**config.mk**
```make
export PLATFORM = sky130hd
export DESIGN_NAME = ack_retry_transaction_fsm_top
export DESIGN_NICKNAME = d
export VERILOG_FILES = /design/src/hw/rtl/ar_txn_pkg.sv /design/src/hw/rtl/ack_retry_transaction_fsm_top.sv
export SDC_FILE = /design/constraint.sdc
export NUM_CORES = 1
export LEC_CHECK = 0
export ABC_AREA = 1
export BUFFER_PORTS_ARGS = -buffer_cell sky130_fd_sc_hd__buf_2
export CAP_MARGIN = 10
export CELL_PAD_IN_SITES_DETAIL_PLACEMENT = 0
export CELL_PAD_IN_SITES_GLOBAL_PLACEMENT = 1
export CORE_MARGIN = 2
export CORE_UTILIZATION = 25
export CTS_CLUSTER_DIAMETER = 200
export CTS_CLUSTER_SIZE = 14
export DETAILED_ROUTE_END_ITERATION = 8
export PLACE_DENSITY = 0.59
export SYNTH_ARGS = -nofsm -noshare
export SYNTH_HDL_FRONTEND = slang
export SYNTH_SLANG_ARGS = --single-unit
```
**constraint.sdc**
```tcl
create_clock -name clk_i -period 6.9 [get_ports clk_i]
set_clock_uncertainty 0.2 [all_clocks]
set_input_delay 0.345 -clock clk_i [delete_from_list [all_inputs] [get_ports clk_i]]
set_output_delay 0.345 -clock clk_i [all_outputs]
set_load 0.02 [all_outputs]
```
**src/hw/rtl/ar_txn_pkg.sv**
```systemverilog
// package for the ack/retry transaction engine: frame sizes, register indexes,
// phase codes and reset values shared by the rtl and its checker
// no dependencies
`default_nettype none

package ar_txn_pkg;

  // frame geometry
  localparam int unsigned HeaderBytes  = 7;
  localparam int unsigned PayloadBytes = 48;
  localparam int unsigned FrameMax     = HeaderBytes + PayloadBytes;

  // field widths
  localparam int unsigned RadioIdW  = 32;
  localparam int unsigned CmdIdW    = 8;
  localparam int unsigned DataLenW  = 6;
  localparam int unsigned RxLenW    = 8;
  localparam int unsigned ContextW  = 8;
  localparam int unsigned PhaseW    = 3;
  localparam int unsigned TimeoutW  = 16;
  localparam int unsigned RetriesW  = 4;
  localparam int unsigned CfgIndexW = 1;
  localparam int unsigned CfgDataW  = 16;

  // item function codes
  localparam logic FuncSend = 1'b0;
  localparam logic FuncTick = 1'b1;

  // configuration register indexes
  localparam logic [CfgIndexW-1:0] CfgRetryTimeout = 1'b0;
  localparam logic [CfgIndexW-1:0] CfgMaxRetries   = 1'b1;

  // configuration reset values
  localparam logic [TimeoutW-1:0] TimeoutReset = 16'd120;
  localparam logic [RetriesW-1:0] RetriesReset = 4'd3;

  // phase codes as seen on the result
  localparam logic [PhaseW-1:0] PhIdleCode     = 3'd0;
  localparam logic [PhaseW-1:0] PhTransmitCode = 3'd1;
  localparam logic [PhaseW-1:0] PhWaitCode     = 3'd2;
  localparam logic [PhaseW-1:0] PhErrorCode    = 3'd3;
  localparam logic [PhaseW-1:0] PhDoneCode     = 3'd4;

endpackage

`default_nettype wire

```
**src/hw/rtl/ack_retry_transaction_fsm_top.sv**
```systemverilog
// ack/retry transaction engine: input register, next-state logic, result register
// depends on ar_txn_pkg
//
// Usage:
//   Input channel (in_valid_i / in_stall_o) carries send requests (func 0) and
//   service ticks (func 1). A send starts a transaction only when the engine is
//   idle, in error or done; a tick checks a received frame and steps the phase.
//   Output channel (out_valid_o / out_stall_i) gives one result item per input
//   item, in order: phase, transmit strobe, latched header and response length.
//   An accepted item passes from the input register to the result register,
//   which drives the outputs. Throughput: one item every cycle while
//   out_stall_i is low, the phase and its counters updating once per item.
//   Stall: while the result waits under out_stall_i, one more item is held in
//   the input register; after that in_stall_o rises until the result is taken.
//   Reset: phase idle, context and counters zero, header zero, timeout 120
//   ticks, 3 retries; both channels empty.
//   Configuration writes (cfg_we_i, cfg_index_i, cfg_wdata_i) take effect at the
//   next edge; the user must make them only while no item is in flight (unenforced).
`default_nettype none

module ack_retry_transaction_fsm_top (
  input  wire                                   clk_i,
  input  wire                                   rst_ni,
  // configuration
  input  wire                                   cfg_we_i,
  input  wire  [ar_txn_pkg::CfgIndexW-1:0]      cfg_index_i,
  input  wire  [ar_txn_pkg::CfgDataW-1:0]       cfg_wdata_i,
  // input channel
  input  wire                                   in_valid_i,
  output logic                                  in_stall_o,
  input  wire                                   func_i,
  input  wire  [ar_txn_pkg::RadioIdW-1:0]       radio_id_i,
  input  wire  [ar_txn_pkg::CmdIdW-1:0]         cmd_id_i,
  input  wire  [ar_txn_pkg::DataLenW-1:0]       data_len_i,
  input  wire                                   rx_valid_i,
  input  wire  [ar_txn_pkg::RxLenW-1:0]         rx_len_i,
  input  wire  [ar_txn_pkg::ContextW-1:0]       rx_context_i,
  input  wire                                   radio_accepts_i,
  // output channel
  output logic                                  out_valid_o,
  input  wire                                   out_stall_i,
  output logic                                  send_accepted_o,
  output logic [ar_txn_pkg::PhaseW-1:0]         phase_o,
  output logic                                  tx_request_o,
  output logic [ar_txn_pkg::RadioIdW-1:0]       tx_radio_id_o,
  output logic [ar_txn_pkg::ContextW-1:0]       tx_context_o,
  output logic [ar_txn_pkg::CmdIdW-1:0]         tx_cmd_id_o,
  output logic [ar_txn_pkg::DataLenW-1:0]       tx_len_o,
  output logic [ar_txn_pkg::DataLenW-1:0]       resp_len_o
);
  import ar_txn_pkg::*;

  typedef enum logic [PhaseW-1:0] {
    PH_IDLE     = PhIdleCode,
    PH_TRANSMIT = PhTransmitCode,
    PH_WAIT     = PhWaitCode,
    PH_ERROR    = PhErrorCode,
    PH_DONE     = PhDoneCode
  } phase_e;

  localparam logic [DataLenW-1:0] PayloadMax = DataLenW'(PayloadBytes);
  localparam logic [DataLenW:0]   HeaderExt  = (DataLenW+1)'(HeaderBytes);
  localparam logic [DataLenW:0]   TxLenSat   = {1'b0, {DataLenW{1'b1}}};
  localparam logic [RxLenW-1:0]   RxLenMin   = RxLenW'(HeaderBytes);
  localparam logic [RxLenW-1:0]   RxLenMax   = RxLenW'(FrameMax);

  // configuration registers
  logic [TimeoutW-1:0] timeout_q;
  logic [RetriesW-1:0] max_retries_q;

  // input register
  logic                in_vld_q;
  logic                func_q;
  logic [RadioIdW-1:0] radio_id_q;
  logic [CmdIdW-1:0]   cmd_id_q;
  logic [DataLenW-1:0] data_len_q;
  logic                rx_valid_q;
  logic [RxLenW-1:0]   rx_len_q;
  logic [ContextW-1:0] rx_context_q;
  logic                radio_accepts_q;

  // engine state
  phase_e              phase_q, phase_d, phase_rx;
  logic [ContextW-1:0] ctx_q, ctx_d;
  logic [RetriesW-1:0] retries_q, retries_d;
  logic [TimeoutW-1:0] wait_q, wait_d;
  logic [DataLenW-1:0] flen_tx_q, flen_tx_d;
  logic [RxLenW-1:0]   flen_rx_q, flen_rx_d;
  logic [RadioIdW-1:0] hdr_radio_q, hdr_radio_d;
  logic [CmdIdW-1:0]   hdr_cmd_q, hdr_cmd_d;

  // result register
  logic                out_vld_q;
  logic                res_acc_q, res_acc_d;
  logic                res_txreq_q, res_txreq_d;
  logic [DataLenW-1:0] res_resp_q, res_resp_d;

  logic                adv;
  logic                busy;
  logic                rx_ok;
  logic [DataLenW-1:0] dlen_sat;
  logic [DataLenW:0]   total;
  logic [RxLenW-1:0]   resp_full;

  // handshake: the item in the input register moves on when the result slot frees
  assign adv        = in_vld_q && (!out_vld_q || !out_stall_i);
  assign in_stall_o = in_vld_q && !adv;

  // configuration writes
  always_ff @(posedge clk_i or negedge rst_ni) begin
    if (!rst_ni) begin
      timeout_q     <= TimeoutReset;
      max_retries_q <= RetriesReset;
    end else if (cfg_we_i) begin
      unique case (cfg_index_i)
        CfgRetryTimeout: timeout_q     <= cfg_wdata_i[TimeoutW-1:0];
        CfgMaxRetries:   max_retries_q <= cfg_wdata_i[RetriesW-1:0];
        default:         ;
      endcase
    end
  end

  // input register
  always_ff @(posedge clk_i or negedge rst_ni) begin
    if (!rst_ni) begin
      in_vld_q <= 1'b0;
    end else if (!in_stall_o) begin
      in_vld_q <= in_valid_i;
    end
  end

  always_ff @(posedge clk_i) begin
    if (in_valid_i && !in_stall_o) begin
      func_q          <= func_i;
      radio_id_q      <= radio_id_i;
      cmd_id_q        <= cmd_id_i;
      data_len_q      <= data_len_i;
      rx_valid_q      <= rx_valid_i;
      rx_len_q        <= rx_len_i;
      rx_context_q    <= rx_context_i;
      radio_accepts_q <= radio_accepts_i;
    end
  end

  // frame length of a new request, payload clipped then total saturated
  assign busy     = (phase_q == PH_TRANSMIT) || (phase_q == PH_WAIT);
  assign dlen_sat = (data_len_q > PayloadMax) ? PayloadMax : data_len_q;
  always_comb begin
    total = {1'b0, dlen_sat} + HeaderExt;
    if (total > TxLenSat) begin
      total = TxLenSat;
    end
  end

  // received frame check: length must fit, context decides completion
  assign rx_ok = rx_valid_q && busy && (rx_len_q > RxLenMin) && (rx_len_q <= RxLenMax);
  always_comb begin
    phase_rx = phase_q;
    if (rx_ok && (rx_context_q == ctx_q)) begin
      phase_rx = PH_DONE;
    end
  end

  // next state for one item
  always_comb begin
    phase_d     = phase_q;
    ctx_d       = ctx_q;
    retries_d   = retries_q;
    wait_d      = wait_q;
    flen_tx_d   = flen_tx_q;
    flen_rx_d   = flen_rx_q;
    hdr_radio_d = hdr_radio_q;
    hdr_cmd_d   = hdr_cmd_q;
    res_acc_d   = 1'b0;
    res_txreq_d = 1'b0;
    if (func_q == FuncSend) begin
      if (!busy) begin
        ctx_d       = ctx_q + ContextW'(1);
        flen_tx_d   = total[DataLenW-1:0];
        retries_d   = max_retries_q;
        wait_d      = timeout_q;
        phase_d     = PH_TRANSMIT;
        hdr_radio_d = radio_id_q;
        hdr_cmd_d   = cmd_id_q;
        res_acc_d   = 1'b1;
      end
    end else begin
      if (rx_ok) begin
        flen_rx_d = rx_len_q;
      end
      phase_d = phase_rx;
      unique case (phase_rx)
        PH_TRANSMIT: begin
          if (radio_accepts_q) begin
            res_txreq_d = 1'b1;
            phase_d     = (wait_q != '0) ? PH_WAIT : PH_IDLE;
          end
        end
        PH_WAIT: begin
          if (wait_q != '0) begin
            wait_d = wait_q - TimeoutW'(1);
          end else if (retries_q != '0) begin
            retries_d = retries_q - RetriesW'(1);
            wait_d    = timeout_q;
            phase_d   = PH_TRANSMIT;
          end else begin
            phase_d = PH_ERROR;
          end
        end
        default: ;
      endcase
    end
  end

  // response length once done
  assign resp_full  = flen_rx_d - RxLenMin;
  assign res_resp_d = ((phase_d == PH_DONE) && (flen_rx_d > RxLenMin)) ?
                      resp_full[DataLenW-1:0] : '0;

  // state and result register
  always_ff @(posedge clk_i or negedge rst_ni) begin
    if (!rst_ni) begin
      phase_q     <= PH_IDLE;
      ctx_q       <= '0;
      retries_q   <= '0;
      wait_q      <= '0;
      flen_tx_q   <= '0;
      flen_rx_q   <= '0;
      hdr_radio_q <= '0;
      hdr_cmd_q   <= '0;
      out_vld_q   <= 1'b0;
      res_acc_q   <= 1'b0;
      res_txreq_q <= 1'b0;
      res_resp_q  <= '0;
    end else begin
      if (adv) begin
        phase_q     <= phase_d;
        ctx_q       <= ctx_d;
        retries_q   <= retries_d;
        wait_q      <= wait_d;
        flen_tx_q   <= flen_tx_d;
        flen_rx_q   <= flen_rx_d;
        hdr_radio_q <= hdr_radio_d;
        hdr_cmd_q   <= hdr_cmd_d;
        res_acc_q   <= res_acc_d;
        res_txreq_q <= res_txreq_d;
        res_resp_q  <= res_resp_d;
        out_vld_q   <= 1'b1;
      end else if (!out_stall_i) begin
        out_vld_q <= 1'b0;
      end
    end
  end

  // outputs; header and phase registers double as the result fields
  assign out_valid_o     = out_vld_q;
  assign send_accepted_o = res_acc_q;
  assign phase_o         = phase_q;
  assign tx_request_o    = res_txreq_q;
  assign tx_radio_id_o   = hdr_radio_q;
  assign tx_context_o    = ctx_q;
  assign tx_cmd_id_o     = hdr_cmd_q;
  assign tx_len_o        = flen_tx_q;
  assign resp_len_o      = res_resp_q;

endmodule

`default_nettype wire

```
==> results of run 1 <==
cell families after synthesis:
| family | share of synthesized area (%) |
|---|---|
| AOI/OAI and AO/OA | 5.22 |
| xor gates and xnor gates | 2.64 |
| adders and majority gates | 0.983 |
| buffers and inverters | 4.88 |
| DFF | 63.3 |
| muxes | 1.03 |
| and+or+nand+nor | 21.9 |
timing repair:
action / 4_1_cts / 5_1_grt
buffers inserted: 0 / 0
hold buffers: 83 / 0
endpoints found under the hold margin: 135 / 0
routing by layer:
layer  vias up  share of wire, %
li1       2975                 -
met1      2698                47
met2       123                46
met3        12               6.1
met4         0               1.3
met5         -                 0
worst min-delay path, delay by kind of cell:
family          cells  cell delay (ns)
buf+inv             2             0.13
compound gates      1             0.15
state kept, by name, indices dropped and copies added (netlist names), 6 cells and up:
| register | flops |
|---|---|
| cmd_id_q | 8 |
| data_len_q | 6 |
| flen_rx_q | 8 |
| radio_id_q | 32 |
| resp_len_o | 6 |
| rx_context_q | 8 |
| rx_len_q | 8 |
| timeout_q | 16 |
| tx_cmd_id_o | 8 |
| tx_context_o | 8 |
| tx_len_o | 6 |
| tx_radio_id_o | 32 |
| wait_q | 16 |
power by group:
part / internal, uW / switching [uW] / total (uW)
clock: 504 / 492 / 996
combinational: 401 / 722 / 1120
sequential: 1390 / 184 / 1570
placed cells by master (no fill, tap or decap), types with 2 or more instances in the layout:
cell,n
edfxtp_1,65
clkbuf_16,17
o21ai_0,35
nand2_4,2
nor2_2,4
nand2_2,5
inv_6,3
inv_2,6
clkinv_4,2
nand3_2,2
buf_4,5
dfrtp_1,109
nand4_1,9
or2_2,2
a31oi_1,3
inv_8,3
nor3_2,2
inv_1,63
buf_2,152
nand2_1,282
xnor2_1,14
nor3_1,3
dlygate4sd3_1,83
nand3_1,24
ha_1,6
nor2_1,53
mux2_2,7
clkinv_8,5
dfstp_2,6
o21ai_1,18
a21oi_1,14
xor2_1,9
o31ai_1,3
final cells by class:
cell class              instances  area (sq um)  share of cell area [%]
clock buffers                  18           439                    4.28
clock inverters                14           175                    1.71
inverters                      69           259                    2.52
multi-input cells             506          2430                    23.7
flip-flops and latches        180          4840                    47.1
well taps                     396           495                    4.83
repair buffers                240          1630                    15.9
final timing paths:
| kind | startpoint | end | slack, ns | cells past startpoint |
|---|---|---|---|---|
| worst max-delay path | out_stall_i | tx_context_o[7] | 3.83 | 11 |
| worst min-delay path | cfg_wdata_i[2] | timeout_q[2] | 0.03 | 3 |
| worst max register to register | out_valid_o | tx_context_o[7] | 4.01 | 9 |
| worst min register to register | radio_id_q[18] | tx_radio_id_o[18] | 0.24 | 2 |
| max in group asynchronous | rst_ni | tx_radio_id_o[31] | 4.89 | 3 |
| min in group asynchronous | rst_ni | resp_len_o[5] | 0.34 | 2 |
stage by stage:
step / utilization (%) / hold slack, ns
6_report: 33.8 / 0.0336
5_1_grt: 33.8 / 0.0263
4_1_cts: 33.8 / 0.0153
3_5_place_dp: 29.1 / 0.225
3_3_place_gp: 29.1 / 0.219
2_1_floorplan: - / -0.151
==> impl_metrics.csv, run 1 <==
group,metric,value,unit
yosys,ys.warnings.count,0,
clock_network,cts_root_buf,"clkbuf_16",
floorplanning,die_w,179,microns
placement,dp_hpwl,12400,microns
timing,rsz0062_at_grt,"no",
timing,post-route-period-util,44.5,%
routing,firstDrtPassIters,4,
worst_setup_path,path_class,"input port to flop",
routing,first_iter_violations,246,
worst_setup_path,critPathMaxStageDelay,0.59,ns
finish,antenna_cells,0,
timing,setup_viol,0,
clock_network,cts.sink_count,180,
timing,fmax,0.325,GHz
flow_run,drv_cap,0,
yosys,synth_top_cell_by_area,"dfrtp_1",
timing,timing.final.ws_setup,3.83,ns
global_routing,use_met3,4.35,%
floorplanning,dieArea,0.0320,sq mm
routing,vias_per_cell,4.08,
worst_setup_path,path_buf_inv,3,
worst_setup_path,cp.arrival,3.19,ns
floorplanning,die_h,179,microns
run_status,status,"finished clean",
timing,worst_pin_slew,0.853,ns
clock_network,clk_latency,0.43,ns
global_routing,antenna_found_initial,0,
placement,placed_area,0.00882,sq mm
routing,remaining_drc_errors,0,
routing,dr_total_vias,5808,
worst_setup_path,crit_path_cell_trace,"dlygate4sd3_1, buf_2, nand2_1, nand2_1, nor2_1, nand2_2, inv_2, nand4_1, nor3_2, nand3_1, xnor2_1",
routing,routed_wl,18700,microns
timing,relSlewSlack,43.0,%
placement,portBuffers,153,
worst_setup_path,path_max_fanout,47,
worst_setup_path,worst_path_max_delay_cell,"inv_2",
timing,period_minus_slack,3.07,ns
finish,area_growth,34.4,%
yosys,synth_cells,777,
global_routing,grt_use_met2,19.5,%
yosys,synth-async-reset-ratio,63.9,%
global_routing,grt_max_degree,60,
global_routing,gr-max-usage-layer,"met2",
pwr,power_density,360,mW/mm^2
clock_network,clockBufferDepth,2,
finish,fin_cells,1423,
yosys,synthesis.nets,870,
yosys,synth.most_common_cell,"nand2_1",
yosys,synth_edf_count,65,
global_routing,grt_overflow_total,0,
floorplanning,initial_core_util,25.2,%
global_routing,met1_usage,15.7,%
worst_setup_path,required,7.01,ns
worst_setup_path,cp-start-kind,"input port",
yosys,synthFlopType,"dfrtp_1",
routing,ant_nets,0,
clock_network,ctsHtreeMaxLevel,4,
worst_setup_path,cp_common_cell,"nand2_1",
clock_network,cts_tree,"built",
worst_setup_path,crit_family,"simple AND/OR/NAND/NOR gates",
pwr,totalPowerFinal,3690,uW
finish,stdcell_area,0.0103,sq mm
floorplanning,rows,64,
finish,fillCellCount,3071,
yosys,yosys-top-cells-count,"282 x nand2_1, 109 x dfrtp_1, 65 x edfxtp_1, 64 x inv_1, 53 x nor2_1",
clock_network,cts_buffers,17,
yosys,syn-cell-area,0.00764,sq mm
finish,nets,1107,
worst_setup_path,crit_path_end_kind,"flop",
yosys,netlist-cell-type-count,38,
placement,dp_slack,3.85,ns
floorplanning,core_area,0.0303,sq mm
placement,gp_congestion,0.721,
timing,setup_tns,0,ns
global_routing,grt_use_total,12.3,%
yosys,netlist.area_leader.share,35.7,%
clock_network,path_clk_slew,0.08,ns
finish,drive_above_1_share,22.5,%
yosys,yosysSeqAreaShare,63.3,%
floorplanning,io-pin-count,154,
yosys,ys_ff_latch,180,
clock_network,cts_resized,0,
timing,hold_viol_final,0,
pwr,p_leak,0.00492,uW
timing,drv_slew,0,
global_routing,grt_pass1_wl,30400,microns
yosys,syn_avg_cell_area,9.83,sq um
global_routing,grt_pass1_vias,5869,
placement,dp.cells,1308,
min_path,hp-class,"input port to flop",
pwr,ir_drop,0.160,mV
yosys,synthTopCellsByArea,"dfrtp_1 36%, edfxtp_1 26%, nand2_1 14%, inv_1 3.1%, nor2_1 2.6%",
routing,wl_per_cell,13.1,microns
Note: power is estimated with default switching activity, not from simulation.
==> inputs of run 2 (changes only) <==
- clock period: 6.9 -> 3 ns (I/O delays scaled with it)
==> impl_metrics.csv, run 2 (synthesized netlist as in run 1, its figures left out) <==
group,metric,value,unit
pwr,p_leak,0.00499,uW
worst_setup_path,reg2reg_to,"wait_q[11]",
floorplanning,die_w,179,microns
timing,worst_pin_slew,0.860,ns
pwr,ir_drop,0.550,mV
clock_network,path_clk_slew,0.08,ns
global_routing,gr-max-usage-layer,"met2",
worst_setup_path,reg2reg_from,"wait_q[0]",
worst_setup_path,path_max_fanout,22,
pwr,comb_power_share,30.3,%
placement,dp.cells,1315,
flow_run,drv_cap,0,
routing,vias_per_cell,4.07,
floorplanning,initial_core_util,25.2,%
finish,area_growth,36.3,%
pwr,p_int,5500,uW
finish,drive_above_1_share,22.6,%
timing,setup_viol,0,
finish,fin_cells,1437,
finish,nets,1121,
pwr,power_frac_seq,41.8,%
global_routing,grt_overflow_total,0,
global_routing,grt_use_total,12.6,%
worst_setup_path,required,3.10,ns
floorplanning,core_area,0.0303,sq mm
routing,first_iter_violations,259,
worst_setup_path,crit_path_end_kind,"flop",
run_status,status,"finished clean",
global_routing,grt_max_degree,53,
global_routing,use_met3,4.43,%
floorplanning,rows,64,
clock_network,cts_tree,"built",
routing,routed_wl,18900,microns
clock_network,ctsHtreeMaxLevel,4,
pwr,switching_power,3100,uW
timing,post-route-period-util,76.9,%
floorplanning,io-pin-count,154,
floorplanning,dieArea,0.0320,sq mm
worst_setup_path,cp.arrival,2.41,ns
routing,wl_per_cell,13.2,microns
finish,antenna_cells,0,
worst_setup_path,reg2reg_depth,11,
global_routing,grt_pass1_vias,6057,
global_routing,antenna_found_initial,0,
clock_network,cts_buffers,17,
global_routing,grt_use_met2,19.7,%
clock_network,clk_latency,0.45,ns
floorplanning,die_h,179,microns
timing,relSlewSlack,42.5,%
timing,setup_tns,0,ns
placement,gp_congestion,0.754,
pwr,power_density,825,mW/mm^2
worst_setup_path,path_class,"flop to flop",
clock_network,clockBufferDepth,2,
clock_network,cts.repair_timing.setup_buffer_count,0,
pwr,pwr-share-clk,27.8,%
timing,fmax,0.434,GHz
routing,dr_total_vias,5847,
timing,period_minus_slack,2.31,ns
routing,ant_nets,0,
placement,dp_hpwl,12800,microns
min_path,hp-class,"input port to async pin",
finish,layout_common_cells,"282 x nand2_1, 152 x buf_2, 109 x dfrtp_1",
global_routing,met1_usage,16.1,%
routing,remaining_drc_errors,0,
finish,layout_commonest_cell,"nand2_1",
pwr,swShare,36.0,%
global_routing,grt_pass1_wl,31000,microns
worst_setup_path,r2r_setup_slack,0.69,ns
worst_setup_path,cp-start-kind,"flop",
timing,rsz0062_at_grt,"no",
clock_network,cts.sink_count,180,
clock_network,cts_root_buf,"clkbuf_16",
placement,portBuffers,153,
routing,firstDrtPassIters,4,
timing,hold_viol_final,0,
timing,drv_slew,0,
-- run 2: changes by cell type in the layout (fill, tap and decap cells not counted), sizes merged --
cell	delta
clkinv	-3
bufinv	+3
clkbuf	+2
inv	-3
dlygate4sd3	+7
clkinvlp	+1
buf	+7
-- run 2: critical path: stages, from the launching register on --
cell and delay [ns]:
dfrtp_1 0.38, inv_1 0.11, ha_1 0.23, nand3_1 0.15
nor2_2 0.18, inv_1 0.08, nor2_1 0.13, nand4_1 0.11
nand2_2 0.22, inv_2 0.20, nand2_1 0.11, o21ai_1 0.07
-- run 2: worst max-delay path by stage --
stage	from	endpoint	slack (ns)	cells after the start
2_1_floorplan	out_valid_o	cmd_id_q[0]	0.30	5
4_1_cts	wait_q[0]	wait_q[11]	0.66	11
5_1_grt	out_valid_o	wait_q[8]	0.42	11
3_3_place_gp	out_valid_o	wait_q[0]	0.72	11
6_report	wait_q[0]	wait_q[11]	0.69	11
3_5_place_dp	wait_q[0]	wait_q[11]	0.68	11
-- run 2: cell type report --
cell class / count / area [sq um]
Clock buffer: 20 / 447
Clock inverter: 12 / 171
Fill cell: 3112 / 19900
Inverter: 69 / 259
Multi-Input combinational cell: 506 / 2430
Sequential cell: 180 / 4840
Tap cell: 396 / 495
Timing Repair Buffer: 254 / 1780
-- run 2: per-stage QoR --
stage	power, uW	area [sq um]	util [%]	worst slack (ns)	hold slack (ns)
2_1_floorplan	5310	7640	-	0.301	-0.346
3_3_place_gp	6190	8900	29.3	0.722	0.0815
3_5_place_dp	6200	8900	29.3	0.682	0.0748
4_1_cts	8740	10400	34.3	0.656	0.153
5_1_grt	9240	10400	34.3	0.416	0.167
6_report	8600	10400	34.3	0.694	0.124
-- run 2: what timing repair did --
action                                  in CTS  in global routing
resized for setup                            0                  0
endpoints found under the setup margin       0                  0
hold endpoints to repair                   134                  0
hold buffers                                90                  0
-- run 2: routing by layer --
metal / routed length, microns / vias to the layer above
li1: - / 2990
met1: 8930 / 2707
met2: 8610 / 136
met3: 1180 / 14
met4: 231 / 0
met5: 0 / -
-- run 2: power groups by stage --
stage	sequential (uW)	combinational (uW)	clock, uW
after floorplan	4030	1280	0
after global placement	3640	2550	0
after detailed placement	3630	2560	0
after CTS	3610	2660	2470
after global routing	3690	2970	2580
final	3600	2610	2390
